--- src/design/pbd_pkg.sv ---
// Package for the optical pulse beat detector.
// Holds shared constants, the register index codes and the FIR tap coefficients.
// No dependencies.
`timescale 1ns / 1ps

package pbd_pkg;

    localparam int DELAY_DEPTH_DEF = 32;

    localparam int SAMPLE_W = 16;
    localparam int ACC_W    = 32;
    localparam int COEF_W   = 14;
    localparam int PROD_W   = SAMPLE_W + COEF_W;
    localparam int TAP_W    = 4;
    localparam int SPAN     = 22;

    localparam logic [TAP_W-1:0] CENTER_TAP = 4'd11;

    localparam int CFG_IDX_W = 2;

    typedef enum logic [CFG_IDX_W-1:0] {
        CFG_MIN_SWING = 2'd0,
        CFG_MAX_SWING = 2'd1,
        CFG_DC_SHIFT  = 2'd2
    } t_cfg_index;

    localparam logic [15:0] MIN_SWING_RST = 16'd20;
    localparam logic [15:0] MAX_SWING_RST = 16'd1000;
    localparam logic [3:0]  DC_SHIFT_RST  = 4'd4;

    typedef struct packed {
        logic             clear;
        logic             issue;
        logic [TAP_W-1:0] tap;
    } t_mac_ctl;

    function automatic logic signed [COEF_W-1:0] tap_coef(input logic [TAP_W-1:0] idx);
        logic signed [COEF_W-1:0] c;
        case (idx)
            4'd0:    c = 14'sd172;
            4'd1:    c = 14'sd321;
            4'd2:    c = 14'sd579;
            4'd3:    c = 14'sd927;
            4'd4:    c = 14'sd1360;
            4'd5:    c = 14'sd1858;
            4'd6:    c = 14'sd2390;
            4'd7:    c = 14'sd2916;
            4'd8:    c = 14'sd3391;
            4'd9:    c = 14'sd3768;
            4'd10:   c = 14'sd4012;
            4'd11:   c = 14'sd4096;
            default: c = 14'sd0;
        endcase
        return c;
    endfunction

endpackage

--- src/design/pbd_line_mem.sv ---
// Circular delay line of AC samples: one write port, two registered read ports.
// Per-entry valid bits make unwritten entries read as zero after reset. Uses pbd_pkg.
`timescale 1ns / 1ps

module pbd_line_mem #(
    parameter int DEPTH = pbd_pkg::DELAY_DEPTH_DEF,
    parameter int PTR_W = $clog2(DEPTH)
) (
    input  logic                          i_clk,
    input  logic                          i_rst_n,
    input  logic                          i_we,
    input  logic [PTR_W-1:0]              i_waddr,
    input  logic [pbd_pkg::SAMPLE_W-1:0]  i_wdata,
    input  logic                          i_re,
    input  logic [PTR_W-1:0]              i_raddr_a,
    input  logic [PTR_W-1:0]              i_raddr_b,
    output logic [pbd_pkg::SAMPLE_W-1:0]  o_rdata_a,
    output logic [pbd_pkg::SAMPLE_W-1:0]  o_rdata_b
);
    import pbd_pkg::*;

    logic [SAMPLE_W-1:0] r_mem [DEPTH];
    logic [DEPTH-1:0]    r_vld;
    logic [SAMPLE_W-1:0] r_rd_a;
    logic [SAMPLE_W-1:0] r_rd_b;
    logic                r_vld_a;
    logic                r_vld_b;

    always_ff @(posedge i_clk) begin
        if (i_we) begin
            r_mem[i_waddr] <= i_wdata;
        end
        if (i_re) begin
            r_rd_a <= r_mem[i_raddr_a];
            r_rd_b <= r_mem[i_raddr_b];
        end
    end

    always_ff @(posedge i_clk) begin
        if (!i_rst_n) begin
            r_vld   <= '0;
            r_vld_a <= 1'b0;
            r_vld_b <= 1'b0;
        end else begin
            if (i_we) begin
                r_vld[i_waddr] <= 1'b1;
            end
            if (i_re) begin
                r_vld_a <= r_vld[i_raddr_a];
                r_vld_b <= r_vld[i_raddr_b];
            end
        end
    end

    assign o_rdata_a = r_vld_a ? r_rd_a : '0;
    assign o_rdata_b = r_vld_b ? r_rd_b : '0;

endmodule

--- src/design/pbd_mac.sv ---
// Shared multiply-accumulate unit for the symmetric low-pass FIR.
// Pair add and coefficient multiply, registered product, then accumulate. Uses pbd_pkg.
`timescale 1ns / 1ps

module pbd_mac (
    input  logic                                 i_clk,
    input  logic                                 i_rst_n,
    input  pbd_pkg::t_mac_ctl                    i_ctl,
    input  logic [pbd_pkg::SAMPLE_W-1:0]         i_tap_a,
    input  logic [pbd_pkg::SAMPLE_W-1:0]         i_tap_b,
    output logic                                 o_busy,
    output logic signed [pbd_pkg::SAMPLE_W-1:0]  o_ac
);
    import pbd_pkg::*;

    logic                        r_v1;
    logic                        r_v2;
    logic [TAP_W-1:0]            r_tap1;
    logic signed [PROD_W-1:0]    r_prod;
    logic signed [ACC_W-1:0]     r_acc;
    logic [SAMPLE_W-1:0]         w_pair;
    logic signed [PROD_W-1:0]    w_prod;

    always_comb begin
        w_pair = i_tap_a + ((r_tap1 == CENTER_TAP) ? '0 : i_tap_b);
        w_prod = $signed(w_pair) * tap_coef(r_tap1);
    end

    always_ff @(posedge i_clk) begin
        if (!i_rst_n) begin
            r_v1  <= 1'b0;
            r_v2  <= 1'b0;
            r_acc <= '0;
        end else begin
            r_v1   <= i_ctl.issue;
            r_tap1 <= i_ctl.tap;
            r_v2   <= r_v1;
            if (r_v1) begin
                r_prod <= w_prod;
            end
            if (i_ctl.clear) begin
                r_acc <= '0;
            end else if (r_v2) begin
                r_acc <= r_acc + {{(ACC_W-PROD_W){r_prod[PROD_W-1]}}, r_prod};
            end
        end
    end

    assign o_busy = r_v1 | r_v2;
    assign o_ac   = r_acc[ACC_W-2:ACC_W-1-SAMPLE_W];

endmodule

--- src/design/ppg_beat_detector.sv ---
// Top level of the optical pulse beat detector: sequencer, DC tracker and beat logic.
// Instantiates pbd_line_mem and pbd_mac; uses pbd_pkg.
`timescale 1ns / 1ps

// One sample is accepted whenever o_ready is high and gives exactly one result.
// Between one transfer and the earliest next transfer an item passes through the transfer
// cycle, the DC update (difference, then accumulate), the store of the AC sample in the delay
// line, the tap reads through the single multiplier (one per coefficient, the center tap
// last) and the drain of the multiply-accumulate pipeline with the beat decision. The result
// is held in an output register, so the next sample is taken while a result waits; if a
// result is still unclaimed when the next one is ready, the block holds until it is taken.
// Configuration writes are always accepted and take effect at once; make them only while
// no sample is in flight.
module ppg_beat_detector #(
    parameter int DELAY_DEPTH = pbd_pkg::DELAY_DEPTH_DEF
) (
    input  logic                                 i_clk,
    input  logic                                 i_rst_n,
    input  logic                                 i_valid,
    output logic                                 o_ready,
    input  logic [15:0]                          i_sample,
    output logic                                 o_valid,
    input  logic                                 i_ready,
    output logic                                 o_beat,
    output logic signed [15:0]                   o_ac_value,
    output logic [15:0]                          o_dc_estimate,
    input  logic                                 i_cfg_valid,
    output logic                                 o_cfg_ready,
    input  logic [pbd_pkg::CFG_IDX_W-1:0]        i_cfg_index,
    input  logic [15:0]                          i_cfg_data
);
    import pbd_pkg::*;

    localparam int PTR_W    = $clog2(DELAY_DEPTH);
    localparam int DEPTH_M1 = DELAY_DEPTH - 1;
    localparam logic [PTR_W:0]   DEPTH_X  = DELAY_DEPTH[PTR_W:0];
    localparam logic [PTR_W:0]   SPAN_X   = SPAN[PTR_W:0];
    localparam logic [PTR_W-1:0] LAST_PTR = DEPTH_M1[PTR_W-1:0];

    typedef enum logic [2:0] {
        ST_IDLE,
        ST_DC_DIFF,
        ST_DC_ACC,
        ST_WRITE,
        ST_TAPS,
        ST_DRAIN
    } t_state;

    t_state                r_state;
    logic [15:0]           r_min_swing;
    logic [15:0]           r_max_swing;
    logic [3:0]            r_dc_shift;
    logic [15:0]           r_x;
    logic signed [32:0]    r_diff;
    logic [ACC_W-1:0]      r_acc;
    logic [PTR_W-1:0]      r_wp;
    logic [TAP_W-1:0]      r_k;
    logic signed [15:0]    r_last;
    logic signed [15:0]    r_peak;
    logic signed [15:0]    r_trough;
    logic                  r_pos;
    logic                  r_neg;
    logic                  r_o_valid;
    logic                  r_o_beat;
    logic signed [15:0]    r_o_ac;
    logic [15:0]           r_o_dc;

    logic signed [32:0]    w_shifted;
    logic [ACC_W-1:0]      n_acc;
    logic [PTR_W:0]        w_back_a;
    logic [PTR_W:0]        w_back_b;
    logic [PTR_W:0]        w_sum_a;
    logic [PTR_W:0]        w_sum_b;
    logic [PTR_W-1:0]      w_addr_a;
    logic [PTR_W-1:0]      w_addr_b;
    logic [15:0]           w_ac_in;
    logic [15:0]           w_tap_a;
    logic [15:0]           w_tap_b;
    logic                  w_busy;
    logic signed [15:0]    w_cur;
    t_mac_ctl              w_ctl;
    logic                  w_rising;
    logic                  w_falling;
    logic signed [16:0]    w_swing;
    logic                  w_beat;
    logic                  n_pos;
    logic                  n_neg;
    logic signed [15:0]    n_peak;
    logic signed [15:0]    n_trough;
    logic                  w_done;

    // DC tracker: acc += ((x << 15) - acc) >>> shift
    always_comb begin
        w_shifted = r_diff >>> r_dc_shift;
        n_acc     = r_acc + w_shifted[ACC_W-1:0];
        w_ac_in   = r_x - r_acc[30:15];
    end

    // Tap addresses: wp - k and wp - (22 - k), modulo depth
    always_comb begin
        w_back_a = {{(PTR_W-TAP_W+1){1'b0}}, r_k};
        w_back_b = SPAN_X - w_back_a;
        w_sum_a  = {1'b0, r_wp} + DEPTH_X - w_back_a;
        w_sum_b  = {1'b0, r_wp} + DEPTH_X - w_back_b;
        w_addr_a = (w_sum_a >= DEPTH_X) ? w_sum_a[PTR_W-1:0] - LAST_PTR - 1'b1
                                        : w_sum_a[PTR_W-1:0];
        w_addr_b = (w_sum_b >= DEPTH_X) ? w_sum_b[PTR_W-1:0] - LAST_PTR - 1'b1
                                        : w_sum_b[PTR_W-1:0];
    end

    always_comb begin
        w_ctl.clear = (r_state == ST_WRITE);
        w_ctl.issue = (r_state == ST_TAPS);
        w_ctl.tap   = r_k;
    end

    pbd_line_mem #(
        .DEPTH (DELAY_DEPTH),
        .PTR_W (PTR_W)
    ) u_line_mem (
        .i_clk     (i_clk),
        .i_rst_n   (i_rst_n),
        .i_we      (r_state == ST_WRITE),
        .i_waddr   (r_wp),
        .i_wdata   (w_ac_in),
        .i_re      (r_state == ST_TAPS),
        .i_raddr_a (w_addr_a),
        .i_raddr_b (w_addr_b),
        .o_rdata_a (w_tap_a),
        .o_rdata_b (w_tap_b)
    );

    pbd_mac u_mac (
        .i_clk   (i_clk),
        .i_rst_n (i_rst_n),
        .i_ctl   (w_ctl),
        .i_tap_a (w_tap_a),
        .i_tap_b (w_tap_b),
        .o_busy  (w_busy),
        .o_ac    (w_cur)
    );

    // Zero-crossing tracking and beat decision
    always_comb begin
        w_rising  = (r_last < 0) && (w_cur >= 0);
        w_falling = (r_last > 0) && (w_cur <= 0);
        w_swing   = {r_peak[15], r_peak} - {r_trough[15], r_trough};
        w_beat    = w_rising
                    && ($signed({w_swing[16], w_swing}) > $signed({2'b00, r_min_swing}))
                    && ($signed({w_swing[16], w_swing}) < $signed({2'b00, r_max_swing}));
        n_pos     = w_rising ? 1'b1 : (w_falling ? 1'b0 : r_pos);
        n_neg     = w_falling ? 1'b1 : (w_rising ? 1'b0 : r_neg);
        n_peak    = w_rising ? '0 : r_peak;
        n_trough  = w_falling ? '0 : r_trough;
        if (n_pos && (w_cur > r_last)) begin
            n_peak = w_cur;
        end
        if (n_neg && (w_cur < r_last)) begin
            n_trough = w_cur;
        end
        w_done    = (r_state == ST_DRAIN) && !w_busy && (!r_o_valid || i_ready);
    end

    always_ff @(posedge i_clk) begin
        if (!i_rst_n) begin
            r_min_swing <= MIN_SWING_RST;
            r_max_swing <= MAX_SWING_RST;
            r_dc_shift  <= DC_SHIFT_RST;
        end else if (i_cfg_valid) begin
            case (i_cfg_index)
                CFG_MIN_SWING: r_min_swing <= i_cfg_data;
                CFG_MAX_SWING: r_max_swing <= i_cfg_data;
                CFG_DC_SHIFT:  r_dc_shift  <= i_cfg_data[3:0];
                default:       ;
            endcase
        end
    end

    always_ff @(posedge i_clk) begin
        if (!i_rst_n) begin
            r_state   <= ST_IDLE;
            r_acc     <= '0;
            r_wp      <= '0;
            r_k       <= '0;
            r_last    <= '0;
            r_peak    <= '0;
            r_trough  <= '0;
            r_pos     <= 1'b0;
            r_neg     <= 1'b0;
            r_o_valid <= 1'b0;
        end else begin
            if (r_o_valid && i_ready && !w_done) begin
                r_o_valid <= 1'b0;
            end
            case (r_state)
                ST_IDLE: begin
                    if (i_valid) begin
                        r_x     <= i_sample;
                        r_state <= ST_DC_DIFF;
                    end
                end
                ST_DC_DIFF: begin
                    r_diff  <= $signed({2'b00, r_x, 15'b0}) - $signed({r_acc[ACC_W-1], r_acc});
                    r_state <= ST_DC_ACC;
                end
                ST_DC_ACC: begin
                    r_acc   <= n_acc;
                    r_state <= ST_WRITE;
                end
                ST_WRITE: begin
                    r_k     <= '0;
                    r_state <= ST_TAPS;
                end
                ST_TAPS: begin
                    if (r_k == CENTER_TAP) begin
                        r_state <= ST_DRAIN;
                    end else begin
                        r_k <= r_k + 1'b1;
                    end
                end
                ST_DRAIN: begin
                    if (w_done) begin
                        r_last    <= w_cur;
                        r_peak    <= n_peak;
                        r_trough  <= n_trough;
                        r_pos     <= n_pos;
                        r_neg     <= n_neg;
                        r_wp      <= (r_wp == LAST_PTR) ? '0 : r_wp + 1'b1;
                        r_o_valid <= 1'b1;
                        r_o_beat  <= w_beat;
                        r_o_ac    <= w_cur;
                        r_o_dc    <= r_acc[30:15];
                        r_state   <= ST_IDLE;
                    end
                end
                default: r_state <= ST_IDLE;
            endcase
        end
    end

    assign o_ready       = (r_state == ST_IDLE);
    assign o_valid       = r_o_valid;
    assign o_beat        = r_o_beat;
    assign o_ac_value    = r_o_ac;
    assign o_dc_estimate = r_o_dc;
    assign o_cfg_ready   = 1'b1;

endmodule

--- config.mk ---
export PLATFORM = sky130hd
export DESIGN_NAME = ppg_beat_detector
export DESIGN_NICKNAME = d
export VERILOG_FILES = /design/src/design/pbd_pkg.sv /design/src/design/pbd_line_mem.sv /design/src/design/pbd_mac.sv /design/src/design/ppg_beat_detector.sv
export SDC_FILE = /design/constraint.sdc
export NUM_CORES = 2
export LEC_CHECK = 0
export BUFFER_PORTS_ARGS = -buffer_cell sky130_fd_sc_hd__buf_2
export CORE_ASPECT_RATIO = 0.9
export CORE_MARGIN = 2
export CORE_UTILIZATION = 35
export DETAILED_ROUTE_END_ITERATION = 16
export MAX_ROUTING_LAYER = met4
export SLEW_MARGIN = 20
export SYNTH_ARGS = -nofsm -noshare
export SYNTH_HDL_FRONTEND = slang
export SYNTH_SLANG_ARGS = --single-unit
--- constraint.sdc ---
create_clock -name i_clk -period 15.3 [get_ports i_clk]
set_input_delay 0.765 -clock i_clk [delete_from_list [all_inputs] [get_ports i_clk]]
set_output_delay 0.765 -clock i_clk [all_outputs]
set_load 0.02 [all_outputs]
==> flow_metrics.py <==
metrics = {
    "cells_and_area": {
        "layout_common_cells": "660 x edfxtp_1, 391 x inv_1, 359 x mux4_2",
        "nFillCells": 14100,
        "drive_above_1_share_pct": 18.0,
        "stdcell_count": 6290,
        "area_growth_pct": 11.1,
        "final_common_cell": "edfxtp_1",
        "nets": 4723,
    },
    "detailed_routing": {
        "totalWireLength_mm": 135,
        "first_iter_violations": 3207,
        "drc": 0,
        "vias": 34100,
        "viasPerCell": 5.43,
        "wl_per_cell_um": 21.5,
        "dr.pass1.iters": 5,
        "postRouteAntennaNets": 0,
    },
    "die": {
        "die_h_um": 373,
        "dieArea_um2": 155000,
        "core_um2": 151000,
        "start_util_pct": 35.2,
        "die_w_um": 414,
        "ios": 75,
        "rows": 135,
    },
    "clocking": {
        "cts.path.max_buffers": 3,
        "ctsResizeCount": 0,
        "path_clk_slew_ns": 0.07,
        "htree_num_levels": 3,
        "clock-sinks": 871,
        "cts_buffers": 89,
        "ctsHoldBuffers": 0,
        "postCtsSetupRepairBufs": 0,
        "cts_tree": "done",
        "cts_root_buffer": "clkbuf_16",
        "clock_latency_ns": 0.72,
    },
    "placed_design": {
        "numPlacedInstances": 6119,
        "gp_congestion": 0.863,
        "io_buffers": 73,
        "dp_hpwl_mm": 88.3,
    },
    "setup_path": {
        "endpoint_kind": "flip-flop",
        "crit_type": "flip-flop to flip-flop",
        "cp.required_ns": 15.74,
        "cp_slowest_stage_delay_ns": 0.59,
        "r2r_start": "u_mac.r_tap1[2]",
        "cp_slowest_cell": "or3b_2",
        "path_max_fanout": 15,
        "r2r_setup_slack_ns": 5.63,
        "worst-path-buf-inv": 5,
        "crit_arrival_ns": 10.11,
        "cpMostUsedCell": "fa_1",
        "r2r_cells": 36,
        "r2r-end": "u_mac.r_prod[28]",
        "crit_family": "adder cells",
        "critPathLaunchType": "flip-flop",
    },
    "synth": {
        "yosys.cell_types.count": 84,
        "synth_simple_gate_area_share_pct": 9.55,
        "ys_seq_elements": 871,
        "synth_edf_count": 660,
        "synthAdderAreaFrac_pct": 13.8,
        "synth_top_cell_area_share_pct": 37.4,
        "postSynth.asyncResetShare_pct": 0,
        "synthMuxAreaShare_pct": 17.2,
        "avgSynthCellArea_um2": 12.6,
        "synth_cells": 4194,
        "synth_xor_area_share_pct": 2.58,
        "synthTopCellsByArea": "edfxtp_1 37%, mux4_2 15%, dfxtp_1 8.0%",
        "yosysWarningCount": 0,
        "synth_top_family_by_area": "multiplexers",
        "postSynthNetCount": 4692,
        "synth.largest_area_cell": "edfxtp_1",
        "synth_compound_area_share_pct": 7.09,
        "synth_ff_type": "edfxtp_1",
        "ys_seq_area_share_pct": 45.3,
        "syn-cell-area_um2": 53000,
    },
    "grt": {
        "grt_pass1_vias": 33900,
        "antenna_found_initial": 8,
        "grt_pass1_wl_mm": 208,
        "track_usage_pct": 17.9,
        "gr-total-overflow": 0,
        "grt_max_degree": 137,
    },
    "power": {
        "max-vdd-ir-drop_v": 0.0000974,
        "cellLeakagePower_nw": 22.2,
        "p_per_area_nw_per_um2": 107,
        "p_total_mw": 6.32,
    },
    "sta": {
        "slew_violations": 0,
        "tightest_slew_ns": 1.11,
        "setup_violations": 0,
        "rsz0062_at_grt": "no",
        "final.setup.tns_ns": 0,
        "period_share_pct": 63.2,
        "finalCriticalPeriod_ns": 9.67,
        "hold_viol": 0,
        "skew_ns": 0.0560,
        "fmax_ghz": 0.103,
        "slew_headroom_pct": 23.9,
    },
    "hold_path": {
        "hold_end": "r_x[2]",
        "hold_start": "i_sample[2]",
        "worstHoldPathCells": 1,
        "hold_class": "input pin to flip-flop",
    },
    "run": {
        "max_cap_viol_count": 0,
    },
    "run_status": {
        "status": "completed",
    },
}
==> layer usage <==
metal  wire length [um]  global-route usage [%]  up-vias
li1                   -                       -    15400
met1              60700                    24.8    17400
met2              62400                    27.4     1141
met3               9040                    2.75      194
met4               3020                    4.60        0
met5                  0                       -        -
==> report_power, final <==
group,total [mW],switching (mW),internal (mW)
clock,2.19,0.977,1.21
sequential,2.87,0.0716,2.80
combinational,1.26,0.773,0.485
total,6.32,1.82,4.50
==> state kept, by name, indices dropped and copies added, names as in the netlist, 30 cells and up, named ones only <==
signal            cells
r_diff               33
u_line_mem.r_mem    512
u_line_mem.r_vld     32
r_acc                32
u_mac.r_acc          31
u_mac.r_prod         30
==> per-stage QoR <==
stage               instance area (um2)  worst slack [ns]  hold slack, ns  util [%]
floorplan                         53000              6.66           0.434         -
global placement                  55900              5.88           0.445      37.2
detailed placement                56000              5.61           0.448      37.2
CTS                               58900              5.57           0.164      39.1
global route                      58900              4.86           0.184      39.2
finish                            58900              5.63           0.218      39.2
==> worst max path at each step <==
stage | cells past startpoint | end | startpoint
final | 36 | u_mac.r_prod[28] | u_mac.r_tap1[2]
after detailed placement | 36 | u_mac.r_prod[28] | u_mac.r_tap1[3]
after global placement | 35 | u_mac.r_prod[28] | u_mac.r_tap1[3]
after floorplan | 37 | u_mac.r_prod[28] | u_mac.r_tap1[2]
after CTS | 36 | u_mac.r_prod[28] | u_mac.r_tap1[3]
after global routing | 35 | u_mac.r_prod[28] | u_mac.r_tap1[3]
==> layout make-up <==
type	count	area (um2)	area share [%]
repair buffers	145	951	1.61
inverters	393	1480	2.51
diodes	3	7.51	0.0127
flip-flops and latches	871	24000	40.8
clock buffers	114	2410	4.10
clock inverters	53	498	0.845
multi-input cells	2725	27100	45.9
well taps	1986	2480	4.22
==> synth_stat cells (all sizes together) (104+ instances only) <==
library cell	number
a21oi	201
and2	134
clkbuf	161
dfxtp	211
edfxtp	660
fa	209
ha	250
inv	392
mux4	359
nand2	355
nor2	258
o21ai	104
xnor2	114
==> cells by family (layout without fill, tap and decap cells) <==
group                      count (synthesis)  count (layout)
DFF                                      871             871
xor gates and xnor gates                 156             156
adders and majority gates                459             459
and+or+nand+nor                         1062            1062
other                                      1               4
muxes                                    459             459
buffers and inverters                    598             705
AOI/OAI and AO/OA                        588             588
(Power assumes the default switching activity.)
